$ cat config.mk
export PLATFORM = sky130hd
export DESIGN_NAME = ultrasonic_range_to_ascii
export DESIGN_NICKNAME = d
export VERILOG_FILES = /design/src/sv/ura_pkg.sv /design/src/sv/ultrasonic_range_to_ascii.sv
export SDC_FILE = /design/constraint.sdc
export NUM_CORES = 1
export LEC_CHECK = 0
export BUFFER_PORTS_ARGS = -buffer_cell sky130_fd_sc_hd__clkbuf_2
export CAP_MARGIN = 10
export CORE_MARGIN = 4
export CORE_UTILIZATION = 55
export DETAILED_ROUTE_END_ITERATION = 12
export PLACE_DENSITY = 0.82
export SYNTH_ARGS = -nofsm -noshare
export SYNTH_HDL_FRONTEND = slang
export SYNTH_SLANG_ARGS = --single-unit
$ cat constraint.sdc
create_clock -name clk -period 8.9 [get_ports clk]
set_input_delay 1.78 -clock clk [delete_from_list [all_inputs] [get_ports clk]]
set_output_delay 1.78 -clock clk [all_outputs]
set_load 0.03 [all_outputs]
$ cat src/sv/ura_pkg.sv
// Shared types and constants for the ultrasonic range-to-ASCII block.
package ura_pkg;

    typedef enum logic [3:0] {
        PH_IDLE    = 4'b0001,
        PH_TRIGGER = 4'b0010,
        PH_WAIT    = 4'b0100,
        PH_COUNT   = 4'b1000
    } phase_t;

    typedef logic [1:0] status_t;
    localparam status_t ST_NONE  = 2'd0;
    localparam status_t ST_CHAR  = 2'd1;
    localparam status_t ST_RANGE = 2'd2;

    // Position inside a reading; single results sit at the final position.
    typedef logic [2:0] seq_t;
    localparam seq_t SEQ_HUND = 3'd0;
    localparam seq_t SEQ_TENS = 3'd1;
    localparam seq_t SEQ_ONES = 3'd2;
    localparam seq_t SEQ_C    = 3'd3;
    localparam seq_t SEQ_M    = 3'd4;

    typedef logic [1:0] reg_index_t;
    localparam reg_index_t REG_TRIGGER_TICKS = 2'd0;
    localparam reg_index_t REG_MIN_CM        = 2'd1;
    localparam reg_index_t REG_MAX_CM        = 2'd2;

    localparam logic [7:0] ASCII_ZERO = 8'h30;
    localparam logic [7:0] ASCII_C    = 8'h63;
    localparam logic [7:0] ASCII_M    = 8'h6d;

    localparam logic [15:0] TRIGGER_TICKS_RESET = 16'd12500;
    localparam logic [9:0]  MIN_CM_RESET        = 10'd2;
    localparam logic [9:0]  MAX_CM_RESET        = 10'd400;

endpackage

$ cat src/sv/ultrasonic_range_to_ascii.sv
// Ultrasonic rangefinder controller: trigger pulse, echo timing, ASCII distance readout.
// Each input item is one timer tick (cmd 0) or a start command (cmd 1). Starts and most
// ticks give one result each, so the block sustains one item per cycle while the output
// side keeps taking results. The tick on which the echo falls ends the measurement and
// gives five results ('hundreds', 'tens', 'ones', 'c', 'm') in range or one out-of-range
// status result; the next item is taken in the cycle the final result of that group
// transfers. The distance floor(count*10/DIVISOR_TENTHS)+1 is kept up to date on every
// echo tick as a running quotient and remainder plus decimal digits, so no divider sits
// in the path. Configuration writes take effect at once and are meant to be issued while
// the block is idle.
module ultrasonic_range_to_ascii #(
    parameter int DIVISOR_TENTHS = 588,
    parameter int COUNT_WIDTH    = 16
) (
    input  logic        clk,
    input  logic        rst_n,
    input  logic        cfg_we,
    input  logic [1:0]  cfg_index,
    input  logic [15:0] cfg_data,
    input  logic        in_valid,
    output logic        in_ready,
    input  logic        cmd,
    input  logic        echo,
    output logic        out_valid,
    input  logic        out_ready,
    output logic        trigger,
    output logic [7:0]  char_code,
    output logic [1:0]  status,
    output logic        last
);

    localparam int REM_W = (DIVISOR_TENTHS > 1) ? $clog2(2 * DIVISOR_TENTHS) : 1;
    localparam logic [3:0]       Q10  = 4'(10 / DIVISOR_TENTHS);
    localparam logic [REM_W-1:0] R10  = REM_W'(10 % DIVISOR_TENTHS);
    localparam logic [REM_W-1:0] DIVC = REM_W'(DIVISOR_TENTHS);

    // configuration
    logic [15:0] trigger_ticks_reg;
    logic [9:0]  min_cm_reg;
    logic [9:0]  max_cm_reg;

    // measurement state
    ura_pkg::phase_t        phase_reg, phase_next;
    logic [COUNT_WIDTH-1:0] count_reg, count_next;
    logic [15:0]            trigger_left_reg, trigger_left_next;
    logic [REM_W-1:0]       rem_reg, rem_next;
    logic [10:0]            dist_reg, dist_next;   // saturates, only compared to 10-bit bounds
    logic [3:0]             ones_reg, ones_next;
    logic [3:0]             tens_reg, tens_next;
    logic [7:0]             hund_reg, hund_next;   // only needed modulo 256

    // result register
    logic              out_valid_reg, out_valid_next;
    logic              trig_out_reg, trig_out_next;
    ura_pkg::status_t  status_reg, status_next;
    ura_pkg::seq_t     seq_reg, seq_next;
    logic [7:0]        hund_ch_reg, hund_ch_next;
    logic [7:0]        tens_ch_reg, tens_ch_next;
    logic [7:0]        ones_ch_reg, ones_ch_next;

    logic in_fire;
    logic out_fire;

    // one echo tick step of the running distance
    logic [REM_W-1:0] base_rem, rem_sum, rem_step;
    logic [10:0]      base_dist, dist_step;
    logic [11:0]      dist_sum;
    logic [3:0]       base_ones, base_tens, ones_step, tens_step;
    logic [7:0]       base_hund, hund_step;
    logic [3:0]       inc;
    logic [4:0]       s1;
    logic [3:0]       s2;
    logic [1:0]       c1;
    logic             c2;
    logic             rem_carry;
    logic             in_range;

    assign out_fire = out_valid_reg && out_ready;
    assign in_ready = !out_valid_reg || (out_fire && seq_reg == ura_pkg::SEQ_M);
    assign in_fire  = in_valid && in_ready;

    assign out_valid = out_valid_reg;
    assign trigger   = trig_out_reg;
    assign status    = status_reg;
    assign last      = (seq_reg == ura_pkg::SEQ_M);

    always_comb
    begin
        if (status_reg != ura_pkg::ST_CHAR)
        begin
            char_code = 8'h00;
        end
        else
        begin
            case (seq_reg)
                ura_pkg::SEQ_HUND: char_code = hund_ch_reg;
                ura_pkg::SEQ_TENS: char_code = tens_ch_reg;
                ura_pkg::SEQ_ONES: char_code = ones_ch_reg;
                ura_pkg::SEQ_C:    char_code = ura_pkg::ASCII_C;
                default:           char_code = ura_pkg::ASCII_M;
            endcase
        end
    end

    // Step from the current value while counting, from the zero-count value on echo rise.
    always_comb
    begin
        if (phase_reg == ura_pkg::PH_COUNT)
        begin
            base_rem  = rem_reg;
            base_dist = dist_reg;
            base_ones = ones_reg;
            base_tens = tens_reg;
            base_hund = hund_reg;
        end
        else
        begin
            base_rem  = '0;
            base_dist = 11'd1;
            base_ones = 4'd1;
            base_tens = 4'd0;
            base_hund = 8'd0;
        end

        rem_sum   = base_rem + R10;
        rem_carry = (rem_sum >= DIVC);
        rem_step  = rem_carry ? (rem_sum - DIVC) : rem_sum;
        inc       = Q10 + 4'(rem_carry);

        dist_sum  = {1'b0, base_dist} + {8'd0, inc};
        dist_step = dist_sum[11] ? 11'h7ff : dist_sum[10:0];

        s1 = {1'b0, base_ones} + {1'b0, inc};
        if (s1 >= 5'd20)
        begin
            ones_step = 4'(s1 - 5'd20);
            c1        = 2'd2;
        end
        else if (s1 >= 5'd10)
        begin
            ones_step = 4'(s1 - 5'd10);
            c1        = 2'd1;
        end
        else
        begin
            ones_step = s1[3:0];
            c1        = 2'd0;
        end

        s2 = base_tens + {2'b00, c1};
        if (s2 >= 4'd10)
        begin
            tens_step = s2 - 4'd10;
            c2        = 1'b1;
        end
        else
        begin
            tens_step = s2;
            c2        = 1'b0;
        end
        hund_step = base_hund + {7'd0, c2};
    end

    assign in_range = (dist_reg >= {1'b0, min_cm_reg}) && (dist_reg <= {1'b0, max_cm_reg});

    always_comb
    begin
        phase_next        = phase_reg;
        count_next        = count_reg;
        trigger_left_next = trigger_left_reg;
        rem_next          = rem_reg;
        dist_next         = dist_reg;
        ones_next         = ones_reg;
        tens_next         = tens_reg;
        hund_next         = hund_reg;

        out_valid_next = out_valid_reg;
        trig_out_next  = trig_out_reg;
        status_next    = status_reg;
        seq_next       = seq_reg;
        hund_ch_next   = hund_ch_reg;
        tens_ch_next   = tens_ch_reg;
        ones_ch_next   = ones_ch_reg;

        if (out_fire)
        begin
            if (seq_reg == ura_pkg::SEQ_M)
            begin
                out_valid_next = 1'b0;
            end
            else
            begin
                seq_next = seq_reg + 3'd1;
            end
        end

        if (in_fire)
        begin
            out_valid_next = 1'b1;
            trig_out_next  = 1'b0;
            status_next    = ura_pkg::ST_NONE;
            seq_next       = ura_pkg::SEQ_M;

            if (cmd)
            begin
                phase_next        = ura_pkg::PH_TRIGGER;
                count_next        = '0;
                trigger_left_next = (trigger_ticks_reg == 16'd0) ? 16'd1 : trigger_ticks_reg;
                rem_next          = '0;
                dist_next         = 11'd1;
                ones_next         = 4'd1;
                tens_next         = 4'd0;
                hund_next         = 8'd0;
                trig_out_next     = 1'b1;
            end
            else
            begin
                case (phase_reg)
                    ura_pkg::PH_TRIGGER:
                    begin
                        trigger_left_next = trigger_left_reg - 16'd1;
                        if (trigger_left_reg == 16'd1)
                        begin
                            phase_next = ura_pkg::PH_WAIT;
                        end
                        else
                        begin
                            trig_out_next = 1'b1;
                        end
                    end
                    ura_pkg::PH_WAIT:
                    begin
                        if (echo)
                        begin
                            phase_next = ura_pkg::PH_COUNT;
                            count_next = COUNT_WIDTH'(1);
                            rem_next   = rem_step;
                            dist_next  = dist_step;
                            ones_next  = ones_step;
                            tens_next  = tens_step;
                            hund_next  = hund_step;
                        end
                    end
                    ura_pkg::PH_COUNT:
                    begin
                        if (echo)
                        begin
                            count_next = count_reg + COUNT_WIDTH'(1);
                            if (count_reg == {COUNT_WIDTH{1'b1}})
                            begin
                                // counter wraps back to zero ticks
                                rem_next  = '0;
                                dist_next = 11'd1;
                                ones_next = 4'd1;
                                tens_next = 4'd0;
                                hund_next = 8'd0;
                            end
                            else
                            begin
                                rem_next  = rem_step;
                                dist_next = dist_step;
                                ones_next = ones_step;
                                tens_next = tens_step;
                                hund_next = hund_step;
                            end
                        end
                        else
                        begin
                            phase_next   = ura_pkg::PH_IDLE;
                            hund_ch_next = hund_reg + ura_pkg::ASCII_ZERO;
                            tens_ch_next = {4'd0, tens_reg} + ura_pkg::ASCII_ZERO;
                            ones_ch_next = {4'd0, ones_reg} + ura_pkg::ASCII_ZERO;
                            if (in_range)
                            begin
                                status_next = ura_pkg::ST_CHAR;
                                seq_next    = ura_pkg::SEQ_HUND;
                            end
                            else
                            begin
                                status_next = ura_pkg::ST_RANGE;
                            end
                        end
                    end
                    default:
                    begin
                    end
                endcase
            end
        end
    end

    always_ff @(posedge clk or negedge rst_n)
    begin
        if (!rst_n)
        begin
            trigger_ticks_reg <= ura_pkg::TRIGGER_TICKS_RESET;
            min_cm_reg        <= ura_pkg::MIN_CM_RESET;
            max_cm_reg        <= ura_pkg::MAX_CM_RESET;
        end
        else if (cfg_we)
        begin
            case (cfg_index)
                ura_pkg::REG_TRIGGER_TICKS: trigger_ticks_reg <= cfg_data;
                ura_pkg::REG_MIN_CM:        min_cm_reg        <= cfg_data[9:0];
                ura_pkg::REG_MAX_CM:        max_cm_reg        <= cfg_data[9:0];
                default:
                begin
                end
            endcase
        end
    end

    always_ff @(posedge clk or negedge rst_n)
    begin
        if (!rst_n)
        begin
            phase_reg        <= ura_pkg::PH_IDLE;
            count_reg        <= '0;
            trigger_left_reg <= '0;
            rem_reg          <= '0;
            dist_reg         <= 11'd1;
            ones_reg         <= 4'd1;
            tens_reg         <= 4'd0;
            hund_reg         <= 8'd0;
            out_valid_reg    <= 1'b0;
            seq_reg          <= ura_pkg::SEQ_M;
            status_reg       <= ura_pkg::ST_NONE;
        end
        else
        begin
            phase_reg        <= phase_next;
            count_reg        <= count_next;
            trigger_left_reg <= trigger_left_next;
            rem_reg          <= rem_next;
            dist_reg         <= dist_next;
            ones_reg         <= ones_next;
            tens_reg         <= tens_next;
            hund_reg         <= hund_next;
            out_valid_reg    <= out_valid_next;
            seq_reg          <= seq_next;
            status_reg       <= status_next;
        end
    end

    always_ff @(posedge clk)
    begin
        trig_out_reg <= trig_out_next;
        hund_ch_reg  <= hund_ch_next;
        tens_ch_reg  <= tens_ch_next;
        ones_ch_reg  <= ones_ch_next;
    end

    a_start_result: assert property (@(posedge clk) disable iff (!rst_n)
        (in_fire && cmd) |=> (out_valid && trigger && status == ura_pkg::ST_NONE && last))
        else $error("start transfer did not give a trigger-high result");

    a_reading_holds: assert property (@(posedge clk) disable iff (!rst_n)
        (out_fire && status == ura_pkg::ST_CHAR && !last) |=>
        (out_valid && status == ura_pkg::ST_CHAR && (last || !in_ready)))
        else $error("reading sequence broken");

    a_finish_idle: assert property (@(posedge clk) disable iff (!rst_n)
        (in_fire && !cmd && !echo && phase_reg == ura_pkg::PH_COUNT) |=>
        (phase_reg == ura_pkg::PH_IDLE && status != ura_pkg::ST_NONE))
        else $error("echo fall did not end the measurement");

    a_trigger_left: assert property (@(posedge clk) disable iff (!rst_n)
        (phase_reg == ura_pkg::PH_TRIGGER) |-> (trigger_left_reg != 16'd0))
        else $error("trigger phase with no ticks left");

    a_digits: assert property (@(posedge clk) disable iff (!rst_n)
        (ones_reg <= 4'd9) && (tens_reg <= 4'd9))
        else $error("decimal digit out of range");

endmodule

=== After elaboration in Yosys (flattened, before gate mapping) ===
Index checks and enable logic that the tools add are counted.

* Add/sub/neg operators: 15
* Multiply operators: 0
* Div/mod/pow operators: 0
* Magnitude comparators: 6
* Eq/ne operators: 17
* Shift-type cells: 0
* Mux-type cells: 68
* Bitwise logic cells: 2
* Reductions and logical operators: 23

{| class="wikitable"
|+ Operators with widths
! cell !! number
|-
| 2-to-1 mux 11 bit || 12
|-
| 2-to-1 mux 16 bit || 6
|-
| 2-to-1 mux 4 bit || 17
|-
| 2-to-1 mux 8 bit || 6
|-
| one-hot mux 11 bit (2 select lines) || 2
|-
| one-hot mux 16 bit (2 select lines) || 1
|-
| one-hot mux 8 bit (4 select lines) || 1
|-
| 2-to-1 mux 3 bit || 7
|-
| adder 16 x 1 -> 16 bit, second input constant || 1
|-
| == test 16 x 1 -> 1 bit, second input constant || 1
|-
| == test 16 bit, second input constant || 1
|-
| zero test 16 bit || 1
|-
| one-hot mux 4 bit (2 select lines) || 2
|-
| one-hot mux 8 bit (2 select lines) || 1
|-
| subtractor 16 x 1 -> 16 bit, second input constant || 1
|-
| adder 4 x 6 -> 7 bit, second input constant || 2
|-
| adder 11 x 1 -> 12 bit || 1
|-
| != test 3 bit, second input constant || 4
|-
| one-hot mux 4 bit (3 select lines) || 1
|-
| AND reduction 2 bit || 6
|-
| adder 11 x 4 -> 11 bit, second input constant || 1
|-
| >= comparator 11 x 10 -> 1 bit || 1
|-
| >= comparator 11 x 10 -> 1 bit, second input constant || 1
|-
| less-or-equal comparator 11 x 10 -> 1 bit || 1
|-
| other kinds (33) || 53
|}

* Register bits: 141
* Latch bits: 0
* RAM bits: 0
* ROM bits: 0
* Input port bits: 25
* Output and inout bits: 14
* Logic and storage cells: 149
* Memories kept: 0

=== Longest topological paths before layout ===
* Depth after elaboration: 16
* Mapped depth: 34
* Gate-level depth less buffers: 31

=== Least setup slack after synthesis ===
OpenSTA, ideal clock, no wires.

* Kind: reg-to-reg
* Start: register phase_reg[1]
* End: register hund_reg[6]
* Setup time: 0.121 ns
* Arrival: 6.415 ns
* Data required time: 8.779 ns
* Slack: 2.364 ns
* Cell stages (with the launch flop): 32
* Path buffers: 4
* Period minus slack after synthesis: 6.536 ns
* Cell sequence: dfrtp_1 > nor4b_4 > clkbuf_1 > clkbuf_1 > clkbuf_1 > and2_1 > ha_1 > o2111ai_1 > xor2_1 > nor2_1 > or2_2 > a221oi_1 > buf_2 > inv_1 > ha_1 > ha_1 > xnor2_1 > nor2_1 > o21ai_0 > nand3_1 > nand2_1 > ha_1 > fa_1 > xor2_1 > a211oi_1 > ha_1 > ha_1 > nand2_1 > or3_1 > nand2_1 > o21ai_0 > a22o_1

* Longest elaborated chain between the ends: 16
* Elaborated cells between the ends (all ways): 26
* Those cells by class: add/sub: 4; order compare: 4; eq/ne: 4; mux: 12; reduce/logical: 2

{| class="wikitable"
|+ Ends and longest elaborated chain
! element !! RTL line !! RTL
|-
| from (decl) || ultrasonic_range_to_ascii.sv:43 || <nowiki>ura_pkg::phase_t phase_reg, phase_next;</nowiki>
|-
| from (signal assigned) || ultrasonic_range_to_ascii.sv:317 || <nowiki>phase_reg <= ura_pkg::PH_IDLE;</nowiki>
|-
| from (signal assigned) || ultrasonic_range_to_ascii.sv:331 || <nowiki>phase_reg <= phase_next;</nowiki>
|-
| == test 4 bit || ultrasonic_range_to_ascii.sv:108, ultrasonic_range_to_ascii.sv:218 ||
|-
| 2-to-1 mux 11 bit || ultrasonic_range_to_ascii.sv:108 || <nowiki>if (phase_reg == ura_pkg::PH_COUNT)</nowiki>
|-
| adder 11 x 4 -> 11 bit || ultrasonic_range_to_ascii.sv:125 || <nowiki>rem_sum = base_rem + R10;</nowiki>
|-
| >= comparator 11 x 10 -> 1 bit || ultrasonic_range_to_ascii.sv:126 || <nowiki>rem_carry = (rem_sum >= DIVC);</nowiki>
|-
| adder 4 x 1 -> 5 bit || ultrasonic_range_to_ascii.sv:133 || <nowiki>s1 = {1'b0, base_ones} + {1'b0, inc};</nowiki>
|-
| >= comparator 5 x 4 -> 1 bit || ultrasonic_range_to_ascii.sv:139 || <nowiki>else if (s1 >= 5'd10)</nowiki>
|-
| 2-to-1 mux 1 bit || ultrasonic_range_to_ascii.sv:139 ||
|-
| 2-to-1 mux 2 bit || ultrasonic_range_to_ascii.sv:134 || <nowiki>if (s1 >= 5'd20)</nowiki>
|-
| adder 4 x 2 -> 4 bit || ultrasonic_range_to_ascii.sv:150 || <nowiki>s2 = base_tens + {2'b00, c1};</nowiki>
|-
| >= comparator 4 bit || ultrasonic_range_to_ascii.sv:151 || <nowiki>if (s2 >= 4'd10)</nowiki>
|-
| 2-to-1 mux 1 bit || ultrasonic_range_to_ascii.sv:151 ||
|-
| adder 8 x 1 -> 8 bit || ultrasonic_range_to_ascii.sv:161 || <nowiki>hund_step = base_hund + {7'd0, c2};</nowiki>
|-
| 2-to-1 mux 8 bit || ultrasonic_range_to_ascii.sv:249 || <nowiki>if (count_reg == {COUNT_WIDTH{1'b1}})</nowiki>
|-
| 2-to-1 mux 8 bit || ultrasonic_range_to_ascii.sv:246 || <nowiki>if (echo)</nowiki>
|-
| one-hot mux 8 bit (2 select lines) || ultrasonic_range_to_ascii.sv:218 || <nowiki>case (phase_reg)</nowiki>
|-
| 2-to-1 mux 8 bit || ultrasonic_range_to_ascii.sv:204 || <nowiki>if (cmd)</nowiki>
|-
| to (signal assigned) || ultrasonic_range_to_ascii.sv:338 || <nowiki>hund_reg <= hund_next;</nowiki>
|-
| to (decl) || ultrasonic_range_to_ascii.sv:50 || <nowiki>logic [7:0] hund_reg, hund_next;</nowiki>
|}

Several ways; a longest one is shown, not always the timed one. The select of a mux whose other input is x is not followed.
A chain may end at the register's enable or synchronous reset.

=== Worst setup path after layout ===
Same ends and word-level chain as after synthesis.

==> results.sh <==
export IMPL_path_class="register to register"
export IMPL_drive_gt1_share_pct=17.7
export IMPL_synth_area_sq_mm=0.00764
export IMPL_path_max_fanout=36
export IMPL_ir_worst_vdd_mv=0.184
export IMPL_final_period_utilization_pct=71.2
export IMPL_timing_slew_headroom_pct=32.4
export IMPL_slowest_stage="fa_1"
export IMPL_antenna_found_initial=0
export IMPL_power_leakage_nw=3.76
export IMPL_cts_buffer_depth=2
export IMPL_syn_inst=794
export IMPL_die_w_microns=126
export IMPL_cts_resized=0
export IMPL_rsz0062_at_grt="false"
export IMPL_cts_buffers=17
export IMPL_drt_iter0_drc=587
export IMPL_ant_nets=0
export IMPL_syn_to_final_growth_pct=13.1
export IMPL_syn_nets=861
export IMPL_drt_pre_antenna_iters=5
export IMPL_tns_ns=0
export IMPL_viasPerCell=6.09
export IMPL_grt_max_degree=83
export IMPL_crit_arrival_ns=6.65
export IMPL_ys_types=67
export IMPL_ys_warn_count=0
export IMPL_wl_per_cell_microns=16.6
export IMPL_grt_pass1_wl_microns=28800
export IMPL_root_buffer="clkbuf_16"
export IMPL_crit_required_ns=9.21
export IMPL_coreArea_sq_mm=0.0134
export IMPL_finalSetupViolations=0
export IMPL_hold_class="register to register"
export IMPL_ys_seq_area_share_pct=44.9
export IMPL_dp_hpwl_microns=11500
export IMPL_critPathLaunchType="register"
export IMPL_h_tree_depth=4
export IMPL_ios=39
export IMPL_end_kind="register"
export IMPL_grt_pass1_vias=5875
export IMPL_place_congestion=0.903
export IMPL_max_stage_delay_ns=0.56
export IMPL_grt_usage_pct=22.2
export IMPL_holdWs_ns=0.497
export IMPL_critPathMostFrequentCell="ha_1"
export IMPL_path_clk_slew_ns=0.06
export IMPL_final_nets=895
export IMPL_rows=42
export IMPL_clk_latency_ns=0.43
export IMPL_portBuffers=38
export IMPL_cts_setup_buffers=0
export IMPL_cts_tree="yes"
export IMPL_postCtsHoldBufs=0
export IMPL_drc=0
export IMPL_start_util_pct=57.0
export IMPL_status="completed"
export IMPL_avgSynthCellArea_sq_um=9.62
export IMPL_overflow=0
export IMPL_cts_sinks=133
export IMPL_synth_edf_count=17
export IMPL_wirelength_microns=16800
export IMPL_die_h_microns=126
export IMPL_synth_seq_cells=133
export IMPL_min_period_ns=6.34
export IMPL_n_antenna_cell=0
export IMPL_finalHoldViolCount=0
export IMPL_maxSlewViolCount=0
export IMPL_synthFlopType="dfrtp_1"
export IMPL_worst_pin_slew_ns=1.01
export IMPL_clock_fmax_ghz=0.158
export IMPL_layout_core_utilization_pct=64.5
export IMPL_num_vias=6191
export IMPL_drv_cap=0
export IMPL_pwr_density_cell_mw_per_mm2=228
export IMPL_skew_ns=0.0118
export IMPL_async_flop_share_pct=87.2
export IMPL_die_area_sq_mm=0.0158
cells by family (layout without fill, tap and decap cells):
group	after synthesis	in the layout	synth area share, %
muxes	46	46	6.62
and+or+nand+nor	263	263	17.7
DFF	133	133	44.9
AOI/OAI and AO/OA	220	220	17.9
adders and majority gates	42	42	6.98
buffers and inverters	72	119	3.83
xor gates and xnor gates	18	18	2.06
cells in the mapped netlist (10+ instances only):
| cell | count | area [sq um] |
|---|---|---|
| dfrtp_1 | 102 | 2550 |
| a22oi_1 | 20 | 150 |
| ha_1 | 41 | 513 |
| nand3_1 | 30 | 150 |
| mux2_2 | 36 | 405 |
| mux2i_1 | 10 | 100 |
| nor3_1 | 29 | 145 |
| xor2_1 | 12 | 105 |
| o21ai_0 | 75 | 375 |
| dfstp_2 | 14 | 368 |
| a21oi_1 | 50 | 250 |
| and2_1 | 10 | 62.6 |
| nor2_1 | 45 | 169 |
| edfxtp_1 | 17 | 510 |
| clkbuf_1 | 26 | 97.6 |
| nand4_1 | 10 | 62.6 |
| inv_1 | 39 | 146 |
| nand2_1 | 73 | 274 |
| a22o_1 | 11 | 96.3 |
power by group:
group | total, mW | internal [mW] | switching (mW)
clock network | 0.780 | 0.499 | 0.281
registers | 0.801 | 0.705 | 0.0957
logic | 0.391 | 0.157 | 0.234
final cells by class:
cell class                      count  area, sq um
Tap cell                          176          220
Clock buffer                       17          425
Fill cell                        1066         4760
Inverter                           41          154
Clock inverter                     15          228
Sequential cell                   133         3430
Multi-Input combinational cell    589         3930
Timing Repair Buffer               46          253
stage by stage:
step | setup WS, ns | total power [mW] | std cells | cell area [sq um]
finish | 2.56 | 1.97 | 1017 | 8640
CTS | 2.60 | 1.98 | 1017 | 8640
floorplan | 2.36 | 1.08 | 794 | 7640
global placement | 2.83 | 1.18 | 985 | 7990
global route | 1.90 | 2.07 | 1017 | 8640
detailed placement | 2.63 | 1.20 | 985 | 7990
critical path, delay by kind of cell, from the launching register on:
| family | cells | cell delay (ns) |
|---|---|---|
| adder cells (fa/ha/maj) | 7 | 1.87 |
| buffers and inverters | 4 | 0.67 |
| flip-flops | 1 | 0.44 |
| AO/OA/AOI/OAI | 6 | 1.17 |
| AND/OR/NAND/NOR | 10 | 1.65 |
| XOR/XNOR | 2 | 0.41 |
path summary, 6_finish.rpt:
| path | start | slack [ns] | cells after the start | endpoint |
|---|---|---|---|---|
| worst min register to register | hund_reg[0] | 0.50 | 0 | hund_ch_reg[0] |
| worst max register to register | phase_reg[1] | 2.56 | 29 | hund_reg[6] |
| worst max-delay path | phase_reg[1] | 2.56 | 29 | hund_reg[6] |
| min in group asynchronous | rst_n | 1.30 | 1 | count_reg[5] |
| max in group asynchronous | rst_n | 6.23 | 2 | rem_reg[5] |
| worst min-delay path | hund_reg[0] | 0.50 | 0 | hund_ch_reg[0] |
metal layers:
metal | part of all wire (%) | vias to the layer above | routed length (microns) | GRT usage [%]
li1 | - | 2999 | - | -
met5 | 0 | - | 0 | 0
met1 | 46 | 2976 | 7790 | 30.6
met2 | 47 | 203 | 7900 | 34.7
met3 | 5.7 | 13 | 967 | 5.25
met4 | 1.1 | 0 | 177 | 7.32
cell usage in the layout, fill, tap and decap left out, drive strengths merged, types with 9 or more instances in the layout:
cell type	count
a21o	9
a21oi	50
a22o	11
a22oi	20
and2	10
buf	9
clkbuf	54
dfrtp	102
dfstp	14
edfxtp	17
ha	41
inv	42
mux2	36
mux2i	10
nand2	73
nand3	30
nand4	10
nor2	45
nor2b	9
nor3	29
o21ai	76
xor2	12
(Power assumes the default switching activity.)
